### src/rtl/core/heap_sort_keyed_records_macros.svh
// ----------------------------------------------------------------------------
// Assertion macros for the heap sort block
// Concurrent property shorthands clocked on clk and disabled during reset.
// ----------------------------------------------------------------------------
`ifndef HEAP_SORT_KEYED_RECORDS_MACROS_SVH
`define HEAP_SORT_KEYED_RECORDS_MACROS_SVH

// The consequent must hold in the same cycle as the antecedent.
`define HSKR_ASSERT_SAME(label, ante, cons, msg) \
  label: assert property (@(posedge clk) disable iff (!rst_n) (ante) |-> (cons)) \
    else $error(msg);

// The consequent must hold in the cycle after the antecedent.
`define HSKR_ASSERT_NEXT(label, ante, cons, msg) \
  label: assert property (@(posedge clk) disable iff (!rst_n) (ante) |=> (cons)) \
    else $error(msg);

`endif

### src/rtl/core/hskr_pkg.sv
// ----------------------------------------------------------------------------
// hskr_pkg
// Shared constants, record type and controller/datapath interface types.
// ----------------------------------------------------------------------------
`timescale 1ns / 1ps
`default_nettype none

package hskr_pkg;

  // Record store depth and field widths.
  localparam int CAPACITY = 64;
  localparam int KEY_W    = 16;
  localparam int PAY_W    = 16;

  localparam int IDX_W   = (CAPACITY > 1) ? $clog2(CAPACITY) : 1;
  localparam int CNT_W   = $clog2(CAPACITY + 1);
  localparam int CHILD_W = IDX_W + 2;

  typedef struct packed {
    logic [KEY_W-1:0] key;
    logic [PAY_W-1:0] payload;
  } hskr_rec_t;

  // Datapath operations issued by the controller.
  localparam int OP_W = 4;
  localparam logic [OP_W-1:0] OP_NONE       = 4'd0;
  localparam logic [OP_W-1:0] OP_LOAD       = 4'd1;
  localparam logic [OP_W-1:0] OP_BUILD_INIT = 4'd2;
  localparam logic [OP_W-1:0] OP_BUILD_RD   = 4'd3;
  localparam logic [OP_W-1:0] OP_BUILD_HOLD = 4'd4;
  localparam logic [OP_W-1:0] OP_SIFT_RD    = 4'd5;
  localparam logic [OP_W-1:0] OP_SIFT_CMP   = 4'd6;
  localparam logic [OP_W-1:0] OP_PUT        = 4'd7;
  localparam logic [OP_W-1:0] OP_SORT_INIT  = 4'd8;
  localparam logic [OP_W-1:0] OP_SORT_RD    = 4'd9;
  localparam logic [OP_W-1:0] OP_SORT_SWAP  = 4'd10;
  localparam logic [OP_W-1:0] OP_OUT_INIT   = 4'd11;
  localparam logic [OP_W-1:0] OP_OUT_RD     = 4'd12;
  localparam logic [OP_W-1:0] OP_OUT_EMIT   = 4'd13;

  typedef struct packed {
    logic [OP_W-1:0] op;
  } hskr_cmd_t;

  typedef struct packed {
    logic i_zero;     // loop counter is zero
    logic i_le1;      // loop counter is at most one
    logic leaf;       // current hole has no child inside the heap
    logic move;       // a child outranks the carried record
    logic emit_last;  // record being emitted is the final one
  } hskr_stat_t;

endpackage

`default_nettype wire

### src/rtl/core/hskr_ctrl.sv
// ----------------------------------------------------------------------------
// hskr_ctrl
// Sequencer for loading, heap build, sort-down and emit phases.
// ----------------------------------------------------------------------------
`timescale 1ns / 1ps
`default_nettype none

module hskr_ctrl (
  input  wire logic               clk,
  input  wire logic               rst_n,
  input  wire logic               start,
  input  wire logic               in_last_item,
  input  wire hskr_pkg::hskr_stat_t stat,
  output hskr_pkg::hskr_cmd_t     cmd,
  output logic                    busy
);
  import hskr_pkg::*;

  localparam logic [3:0] ST_IDLE   = 4'd0;
  localparam logic [3:0] ST_B_INIT = 4'd1;
  localparam logic [3:0] ST_B_CHK  = 4'd2;
  localparam logic [3:0] ST_B_HOLD = 4'd3;
  localparam logic [3:0] ST_S_RD   = 4'd4;
  localparam logic [3:0] ST_S_CMP  = 4'd5;
  localparam logic [3:0] ST_T_CHK  = 4'd6;
  localparam logic [3:0] ST_T_SWAP = 4'd7;
  localparam logic [3:0] ST_O_RD   = 4'd8;
  localparam logic [3:0] ST_O_EMIT = 4'd9;

  logic [3:0] state_r, state_nxt;
  logic       sorting_r, sorting_nxt;  // sift returns to the sort-down loop
  logic [3:0] sift_ret;

  assign sift_ret = sorting_r ? ST_T_CHK : ST_B_CHK;
  assign busy     = (state_r != ST_IDLE);

  always_comb begin
    state_nxt   = state_r;
    sorting_nxt = sorting_r;
    cmd.op      = OP_NONE;
    case (state_r)
      ST_IDLE: begin
        if (start) begin
          cmd.op = OP_LOAD;
          if (in_last_item) begin
            state_nxt = ST_B_INIT;
          end
        end
      end
      ST_B_INIT: begin
        cmd.op    = OP_BUILD_INIT;
        state_nxt = ST_B_CHK;
      end
      ST_B_CHK: begin
        if (stat.i_zero) begin
          cmd.op    = OP_SORT_INIT;
          state_nxt = ST_T_CHK;
        end else begin
          cmd.op    = OP_BUILD_RD;
          state_nxt = ST_B_HOLD;
        end
      end
      ST_B_HOLD: begin
        cmd.op      = OP_BUILD_HOLD;
        sorting_nxt = 1'b0;
        state_nxt   = ST_S_RD;
      end
      ST_S_RD: begin
        if (stat.leaf) begin
          cmd.op    = OP_PUT;
          state_nxt = sift_ret;
        end else begin
          cmd.op    = OP_SIFT_RD;
          state_nxt = ST_S_CMP;
        end
      end
      ST_S_CMP: begin
        cmd.op    = OP_SIFT_CMP;
        state_nxt = stat.move ? ST_S_RD : sift_ret;
      end
      ST_T_CHK: begin
        if (stat.i_le1) begin
          cmd.op    = OP_OUT_INIT;
          state_nxt = ST_O_RD;
        end else begin
          cmd.op    = OP_SORT_RD;
          state_nxt = ST_T_SWAP;
        end
      end
      ST_T_SWAP: begin
        cmd.op      = OP_SORT_SWAP;
        sorting_nxt = 1'b1;
        state_nxt   = ST_S_RD;
      end
      ST_O_RD: begin
        cmd.op    = OP_OUT_RD;
        state_nxt = ST_O_EMIT;
      end
      ST_O_EMIT: begin
        cmd.op    = OP_OUT_EMIT;
        state_nxt = stat.emit_last ? ST_IDLE : ST_O_RD;
      end
      default: begin
        state_nxt = ST_IDLE;
      end
    endcase
  end

  always_ff @(posedge clk) begin
    if (!rst_n) begin
      state_r   <= ST_IDLE;
      sorting_r <= 1'b0;
    end else begin
      state_r   <= state_nxt;
      sorting_r <= sorting_nxt;
    end
  end

endmodule

`default_nettype wire

### src/rtl/core/hskr_dpath.sv
// ----------------------------------------------------------------------------
// hskr_dpath
// Record store, heap pointers, sift compare unit and output register.
// ----------------------------------------------------------------------------
`timescale 1ns / 1ps
`default_nettype none

module hskr_dpath (
  input  wire logic                       clk,
  input  wire logic                       rst_n,
  input  wire hskr_pkg::hskr_cmd_t        cmd,
  input  wire logic [hskr_pkg::KEY_W-1:0] in_key,
  input  wire logic [hskr_pkg::PAY_W-1:0] in_payload,
  output hskr_pkg::hskr_stat_t            stat,
  output logic                            out_valid,
  output logic [hskr_pkg::KEY_W-1:0]      out_sorted_key,
  output logic [hskr_pkg::PAY_W-1:0]      out_sorted_payload,
  output logic                            out_end_of_run,
  output logic                            out_overflowed
);
  import hskr_pkg::*;

  hskr_rec_t mem [CAPACITY];
  hskr_rec_t rd_a_r, rd_b_r;
  hskr_rec_t hold_r, hold_nxt;

  logic [CNT_W-1:0] count_r, count_nxt;
  logic             ovf_r, ovf_nxt;
  logic [CNT_W-1:0] i_r, i_nxt;
  logic [IDX_W-1:0] k_r, k_nxt;
  logic [IDX_W-1:0] pos_r, pos_nxt;
  logic [CNT_W-1:0] len_r, len_nxt;

  logic [KEY_W-1:0] okey_r;
  logic [PAY_W-1:0] opay_r;
  logic             oend_r, oovf_r, ovalid_r;

  logic             we;
  logic [IDX_W-1:0] waddr, addr_a, addr_b;
  hskr_rec_t        wdata;

  logic [CNT_W-1:0]   i_m1, k_p1;
  logic [CHILD_W-1:0] l_idx, r_idx;
  logic               r_in, pick_l, pick_r;
  logic [KEY_W-1:0]   top_key;
  hskr_rec_t          best;
  logic [IDX_W-1:0]   best_idx;
  logic               room;

  assign i_m1  = i_r - CNT_W'(1);
  assign k_p1  = CNT_W'(k_r) + CNT_W'(1);
  assign l_idx = CHILD_W'({pos_r, 1'b0}) + CHILD_W'(1);
  assign r_idx = CHILD_W'({pos_r, 1'b0}) + CHILD_W'(2);
  assign r_in  = (r_idx < CHILD_W'(len_r));
  assign room  = (count_r < CNT_W'(CAPACITY));

  // Carried record against left child, then the winner against the right.
  assign pick_l   = (rd_a_r.key > hold_r.key);
  assign top_key  = pick_l ? rd_a_r.key : hold_r.key;
  assign pick_r   = r_in && (rd_b_r.key > top_key);
  assign best     = pick_r ? rd_b_r : rd_a_r;
  assign best_idx = pick_r ? r_idx[IDX_W-1:0] : l_idx[IDX_W-1:0];

  assign stat.i_zero    = (i_r == '0);
  assign stat.i_le1     = (i_r <= CNT_W'(1));
  assign stat.leaf      = (l_idx >= CHILD_W'(len_r));
  assign stat.move      = pick_l || pick_r;
  assign stat.emit_last = (k_p1 == count_r);

  always_comb begin
    we        = 1'b0;
    waddr     = pos_r;
    wdata     = hold_r;
    addr_a    = k_r;
    addr_b    = i_m1[IDX_W-1:0];
    hold_nxt  = hold_r;
    count_nxt = count_r;
    ovf_nxt   = ovf_r;
    i_nxt     = i_r;
    k_nxt     = k_r;
    pos_nxt   = pos_r;
    len_nxt   = len_r;
    case (cmd.op)
      OP_LOAD: begin
        if (room) begin
          we        = 1'b1;
          waddr     = count_r[IDX_W-1:0];
          wdata     = '{key: in_key, payload: in_payload};
          count_nxt = count_r + CNT_W'(1);
        end else begin
          ovf_nxt = 1'b1;
        end
      end
      OP_BUILD_INIT: begin
        i_nxt = count_r >> 1;
      end
      OP_BUILD_RD: begin
        addr_a = i_m1[IDX_W-1:0];
      end
      OP_BUILD_HOLD: begin
        hold_nxt = rd_a_r;
        pos_nxt  = i_m1[IDX_W-1:0];
        len_nxt  = count_r;
        i_nxt    = i_m1;
      end
      OP_SIFT_RD: begin
        addr_a = l_idx[IDX_W-1:0];
        addr_b = r_idx[IDX_W-1:0];
      end
      OP_SIFT_CMP: begin
        we = 1'b1;
        if (pick_l || pick_r) begin
          wdata   = best;
          pos_nxt = best_idx;
        end
      end
      OP_PUT: begin
        we = 1'b1;
      end
      OP_SORT_INIT: begin
        i_nxt = count_r;
      end
      OP_SORT_RD: begin
        addr_a = '0;
      end
      OP_SORT_SWAP: begin
        we       = 1'b1;
        waddr    = i_m1[IDX_W-1:0];
        wdata    = rd_a_r;
        hold_nxt = rd_b_r;
        pos_nxt  = '0;
        len_nxt  = i_m1;
        i_nxt    = i_m1;
      end
      OP_OUT_INIT: begin
        k_nxt = '0;
      end
      OP_OUT_RD: begin
        addr_a = k_r;
      end
      OP_OUT_EMIT: begin
        k_nxt = k_r + IDX_W'(1);
        if (k_p1 == count_r) begin
          count_nxt = '0;
          ovf_nxt   = 1'b0;
        end
      end
      default: begin
      end
    endcase
  end

  always_ff @(posedge clk) begin
    if (we) begin
      mem[waddr] <= wdata;
    end
    rd_a_r <= mem[addr_a];
    rd_b_r <= mem[addr_b];
  end

  always_ff @(posedge clk) begin
    hold_r <= hold_nxt;
    i_r    <= i_nxt;
    k_r    <= k_nxt;
    pos_r  <= pos_nxt;
    len_r  <= len_nxt;
    if (cmd.op == OP_OUT_EMIT) begin
      okey_r <= rd_a_r.key;
      opay_r <= rd_a_r.payload;
      oend_r <= (k_p1 == count_r);
      oovf_r <= ovf_r;
    end
  end

  always_ff @(posedge clk) begin
    if (!rst_n) begin
      count_r  <= '0;
      ovf_r    <= 1'b0;
      ovalid_r <= 1'b0;
    end else begin
      count_r  <= count_nxt;
      ovf_r    <= ovf_nxt;
      ovalid_r <= (cmd.op == OP_OUT_EMIT);
    end
  end

  assign out_valid          = ovalid_r;
  assign out_sorted_key     = okey_r;
  assign out_sorted_payload = opay_r;
  assign out_end_of_run     = oend_r;
  assign out_overflowed     = oovf_r;

endmodule

`default_nettype wire

### src/rtl/core/heap_sort_keyed_records.sv
// Loading: a record beat is taken whenever start is high and busy is low; after the last
// beat the heap build and sort-down run, each sift walking at most log2 of the count levels,
// and each sorted record is read from the store and then emitted.
// Throughput: one set at a time; busy stays high from the last beat until the final result.
// Results appear for one cycle each under out_valid and cannot be held off by the receiver.
// Reset (synchronous, active low) empties the set and clears the overflow flag.
// ----------------------------------------------------------------------------
// heap_sort_keyed_records
// Collects keyed records, heap sorts them by key and streams them out ascending.
// ----------------------------------------------------------------------------
`timescale 1ns / 1ps
`default_nettype none

module heap_sort_keyed_records (
  input  wire logic                       clk,
  input  wire logic                       rst_n,
  input  wire logic                       start,
  output logic                            busy,
  input  wire logic [hskr_pkg::KEY_W-1:0] in_key,
  input  wire logic [hskr_pkg::PAY_W-1:0] in_payload,
  input  wire logic                       in_last_item,
  output logic                            out_valid,
  output logic [hskr_pkg::KEY_W-1:0]      out_sorted_key,
  output logic [hskr_pkg::PAY_W-1:0]      out_sorted_payload,
  output logic                            out_end_of_run,
  output logic                            out_overflowed
);
  import hskr_pkg::*;

  // The controller walks the classic heapsort loops. Each sift-down carries the
  // record that started at the root in a holding register and moves the larger
  // child up into the hole, which gives the same final order as repeated swaps.
  // The record store has one write port and two registered read ports, so one
  // sift level takes a read step (both children) and a compare/write step.
  hskr_cmd_t  cmd;
  hskr_stat_t stat;

  hskr_ctrl u_ctrl (
    .clk          (clk),
    .rst_n        (rst_n),
    .start        (start),
    .in_last_item (in_last_item),
    .stat         (stat),
    .cmd          (cmd),
    .busy         (busy)
  );

  // Records beyond the store capacity are dropped during the load beat and the
  // overflow flag rides along on every result of that set.
  hskr_dpath u_dpath (
    .clk                (clk),
    .rst_n              (rst_n),
    .cmd                (cmd),
    .in_key             (in_key),
    .in_payload         (in_payload),
    .stat               (stat),
    .out_valid          (out_valid),
    .out_sorted_key     (out_sorted_key),
    .out_sorted_payload (out_sorted_payload),
    .out_end_of_run     (out_end_of_run),
    .out_overflowed     (out_overflowed)
  );

`include "heap_sort_keyed_records_macros.svh"

  // An accepted beat must always be turned into a store write or drop.
  `HSKR_ASSERT_SAME(a_accept_loads, start && !busy, cmd.op == OP_LOAD, "accepted beat not loaded")

  // The final result leaves the block idle; any earlier result finds it busy.
  `HSKR_ASSERT_SAME(a_end_vs_busy, out_valid, busy != out_end_of_run, "end of run and busy disagree")

  // Emitting a record is always followed by that record on the output.
  `HSKR_ASSERT_NEXT(a_emit_shows, cmd.op == OP_OUT_EMIT, out_valid, "emitted record not shown")

endmodule

`default_nettype wire

### config.mk
export PLATFORM = sky130hd
export DESIGN_NAME = heap_sort_keyed_records
export DESIGN_NICKNAME = d
export VERILOG_FILES = /design/src/rtl/core/hskr_pkg.sv /design/src/rtl/core/hskr_ctrl.sv /design/src/rtl/core/hskr_dpath.sv /design/src/rtl/core/heap_sort_keyed_records.sv
export VERILOG_INCLUDE_DIRS = /design/src /design/src/rtl/core
export SDC_FILE = /design/constraint.sdc
export NUM_CORES = 2
export LEC_CHECK = 0
export ABC_CLOCK_PERIOD_IN_PS = 10400
export BUFFER_PORTS_ARGS = -buffer_cell sky130_fd_sc_hd__buf_2
export CORE_ASPECT_RATIO = 0.9
export CORE_MARGIN = 1.5
export CORE_UTILIZATION = 60
export DETAILED_ROUTE_END_ITERATION = 7
export PLACE_DENSITY = 0.73
export REMOVE_ABC_BUFFERS = 1
export SETUP_SLACK_MARGIN = 0.15
export SLEW_MARGIN = 20
export SYNTH_ARGS = -nofsm -noshare
export SYNTH_HDL_FRONTEND = slang
export SYNTH_HIERARCHICAL = 1
export SYNTH_SLANG_ARGS = --single-unit
### constraint.sdc
create_clock -name clk -period 10.4 [get_ports clk]
set_input_delay 0.52 -clock clk [delete_from_list [all_inputs] [get_ports clk]]
set_output_delay 0.52 -clock clk [all_outputs]
set_load 0.1 [all_outputs]
==> out/qor.yml <==
status:
  status: "finished clean"
placement:
  place_ws_ps: 2471
  portBuffers: 71
  place.gp.congestion: 0.9203
  placed_area_sq_um: 110600
  place_hpwl_um: 199200
setup_path:
  critical_path_arrival_ps: 8860
  crit_buf_inv: 3
  cp_top_family: "simple AND/OR/NAND/NOR gates"
  cpPeakStageDelay_ps: 1180
  endpoint_kind: "register"
  path_class: "reg2reg"
  critPathLaunchType: "register"
  critPathMaxFanout: 17
  cp_data_required_time_ps: 10910
  cp_slowest_cell: "nor2_4"
  path_cells: "inv_1 -> ha_1 -> o21ai_0 -> a21o_1 -> a21o_1 -> a21oi_1 -> nor2b_1 -> o21ai_0 -> nand2b_1 -> nand4_1 -> o21ai_1 -> buf_4 -> or3b_1 -> nor3_4 -> nor2_1 -> a221oi_1 -> nand3_1 -> nor2_4 -> buf_4"
sta:
  worst_hold_slack_ps: 154.6
  setup-violations-final: 0
  rsz0062_at_grt: "false"
  slew_headroom: 0.1399
  period_needed_ps: 8358
  finalHoldViolCount: 0
  finalCritPeriodShare: 0.8037
  worst_slack_ps: 2042
  slew_viol_final: 0
  fmax_mhz: 119.6
  worst_pin_slew_ps: 1290
  fin_worst_skew_ps: 55.34
yosys:
  ys_seq_elements: 2218
  yosys_most_used_dff: "edfxtp_1"
  synth.distinct_cells: 77
  syn-cell-area_sq_um: 107300
  synth-seq-area-share: 0.6135
  postSynthCellCount: 7895
  syn_area_per_cell_sq_um: 13.59
  synth_edf_count: 2140
  async_flop_share: 0
  ys_warn_count: 6
cts:
  htreeDepth: 4
  clockBufferDepth: 3
  clock_sinks: 2218
  clkLatencyLatePin_ps: 880
  cts.clk_slew.worst_paths_ps: 60
  cts_tree: "yes"
  numCtsBuffers: 215
  root_buffer: "clkbuf_16"
routing:
  wl_met2_um: 153700
  vias: 75280
  wl_met1_um: 122600
  drt_wl_total_um: 356400
  top_layer: "met5"
  firstDrtPassIters: 7
  drtIter0Drc: 13090
  avgRoutedWirePerCell_um: 34.56
  viasPerCell: 7.301
  drc: 0
  final_antenna_net_count: 0
  wl_met3_um: 57170
floorplanning:
  rows: 147
  fp.dieW_um: 448.7
  initial_utilization: 0.6026
  dieArea_sq_um: 181400
  ios: 72
  fp.dieH_um: 404.2
  core-area_sq_um: 178000
flow_run:
  drv_cap: 0
power_and_ir_drop:
  p_per_area_nw_per_um2: 181.7
  ir_worst_vdd_uv: 154.6
  leakage_nw: 39.62
  power_w: 0.02138
min_path:
  min_path_type: "in2reg"
finish:
  syn_to_final_growth_pct: 9.658
  nNetsFinal: 7821
  mostFrequentLayoutCell: "edfxtp_1"
  final_cell_mix: "2140 x edfxtp_1, 1725 x nand2_1, 585 x mux2i_1"
  drive_gt1_frac: 0.1549
  post-route-util: 0.6608
  final_cell_area_sq_um: 117700
global_route:
  grt_pass1_vias: 72230
  groute.usage.overall: 0.3887
  grt_max_degree: 191
  grt_overflow: 0
  antenna_found_initial: 7
  grt_pass1_wl_um: 506800
Yosys cell counts (5+ instances only):
library cell | instances | area (sq um)
nand2_1 | 1728 | 6486
o21ai_0 | 73 | 365.4
ha_1 | 50 | 625.6
a32o_1 | 28 | 280.3
a221o_1 | 16 | 160.2
mux4_2 | 512 | 11530
nor2_1 | 124 | 465.5
xnor2_1 | 15 | 131.4
mux2_2 | 12 | 135.1
and2_1 | 22 | 137.6
o21bai_1 | 5 | 37.54
a311oi_1 | 318 | 2785
a31oi_1 | 5 | 31.28
edfxtp_1 | 2140 | 64260
a211o_1 | 5 | 43.79
dfxtp_1 | 78 | 1562
o22ai_1 | 14 | 87.58
mux2i_1 | 587 | 5876
a222oi_1 | 25 | 250.2
buf_1 | 45 | 168.9
and3_1 | 193 | 1207
a21o_1 | 23 | 172.7
nor3_1 | 62 | 310.3
or3_1 | 31 | 193.9
inv_1 | 46 | 172.7
xor2_1 | 12 | 105.1
a311o_1 | 58 | 580.6
buf_2 | 186 | 930.9
nor2b_1 | 145 | 907.1
nand4_1 | 11 | 68.82
nand3_1 | 446 | 2232
a211oi_1 | 226 | 1697
clkbuf_1 | 360 | 1351
a221oi_1 | 10 | 87.58
a21oi_1 | 160 | 800.8
o21a_1 | 7 | 52.55
buf_6 | 9 | 101.4
buf_4 | 44 | 330.3
nand2b_1 | 7 | 43.79
cells by family (layout without fill, tap and decap cells):
kind of cell	after synthesis	count (layout)	share of synthesized area
buffers and inverters	693	719	0.02862
muxes	1111	1111	0.1635
DFF	2218	2218	0.6135
other	0	6	0
xor gates and xnor gates	29	29	0.002566
AOI/OAI and AO/OA	1001	1001	0.07173
adders and majority gates	50	50	0.005831
and+or+nand+nor	2793	2793	0.1143
final cells by class:
type | instances | area, sq um
antenna | 6 | 15.01
clock buffer | 287 | 5791
clock inverter | 116 | 1210
fill | 12380 | 60390
inverter | 46 | 172.7
multi-input combinational | 4984 | 39360
sequential | 2218 | 65820
tap | 2384 | 2983
timing repair buffer | 270 | 2297
tightest hold or removal path: cells and delay by family:
kind / cells / cell delay, ps
and+or+nand+nor: 1 / 130
buffers and inverters: 1 / 80
AOI/OAI and AO/OA: 2 / 260
worst paths after layout:
check	start	end	slack, ps	cells past startpoint
setup / recovery	u_dpath/pos_r[0]$_DFFE_PP_	u_dpath/mem[54][10]$_DFFE_PP_	2040	19
hold / removal	in_last_item	u_ctrl/state_r[3]$_SDFFE_PN0P_	150	4
setup reg to reg	u_dpath/pos_r[0]$_DFFE_PP_	u_dpath/mem[54][10]$_DFFE_PP_	2040	19
hold reg to reg	u_dpath/ovf_r$_SDFFE_PN0P_	u_dpath/out_overflowed$_DFFE_PP_	450	0
state kept, by name, indices dropped and copies added (netlist names), 16 cells and up:
signal,cells
u_dpath/mem,2048
u_dpath/hold_r,32
u_dpath/rd_a_r,32
u_dpath/rd_b_r,32
u_dpath/out_sorted_key,16
u_dpath/out_sorted_payload,16
per-stage QoR:
step,TNS [ps],cells
finish,0,10310
CTS,0,10310
detailed placement,0,9901
global placement,0,9899
global route,0,10310
floorplan,-1775810,7248
where the power goes:
part / switching, W / internal, W
clock: 0.00348 / 0.00435
combinational: 0.00209 / 0.00111
sequential: 0.000167 / 0.0102
total: 0.00574 / 0.0156
routing by layer:
metal,vias up,track usage
met5,-,0
met4,2,0.2130
met3,1188,0.1293
met2,6590,0.5598
met1,37090,0.5246
li1,30410,-
repair_timing:
item,4_1_cts,5_1_grt
hold buffers,1,0
endpoints found under the hold margin,3,0
buffers inserted,0,0
resized for setup,0,0
(Power assumes the default switching activity.)
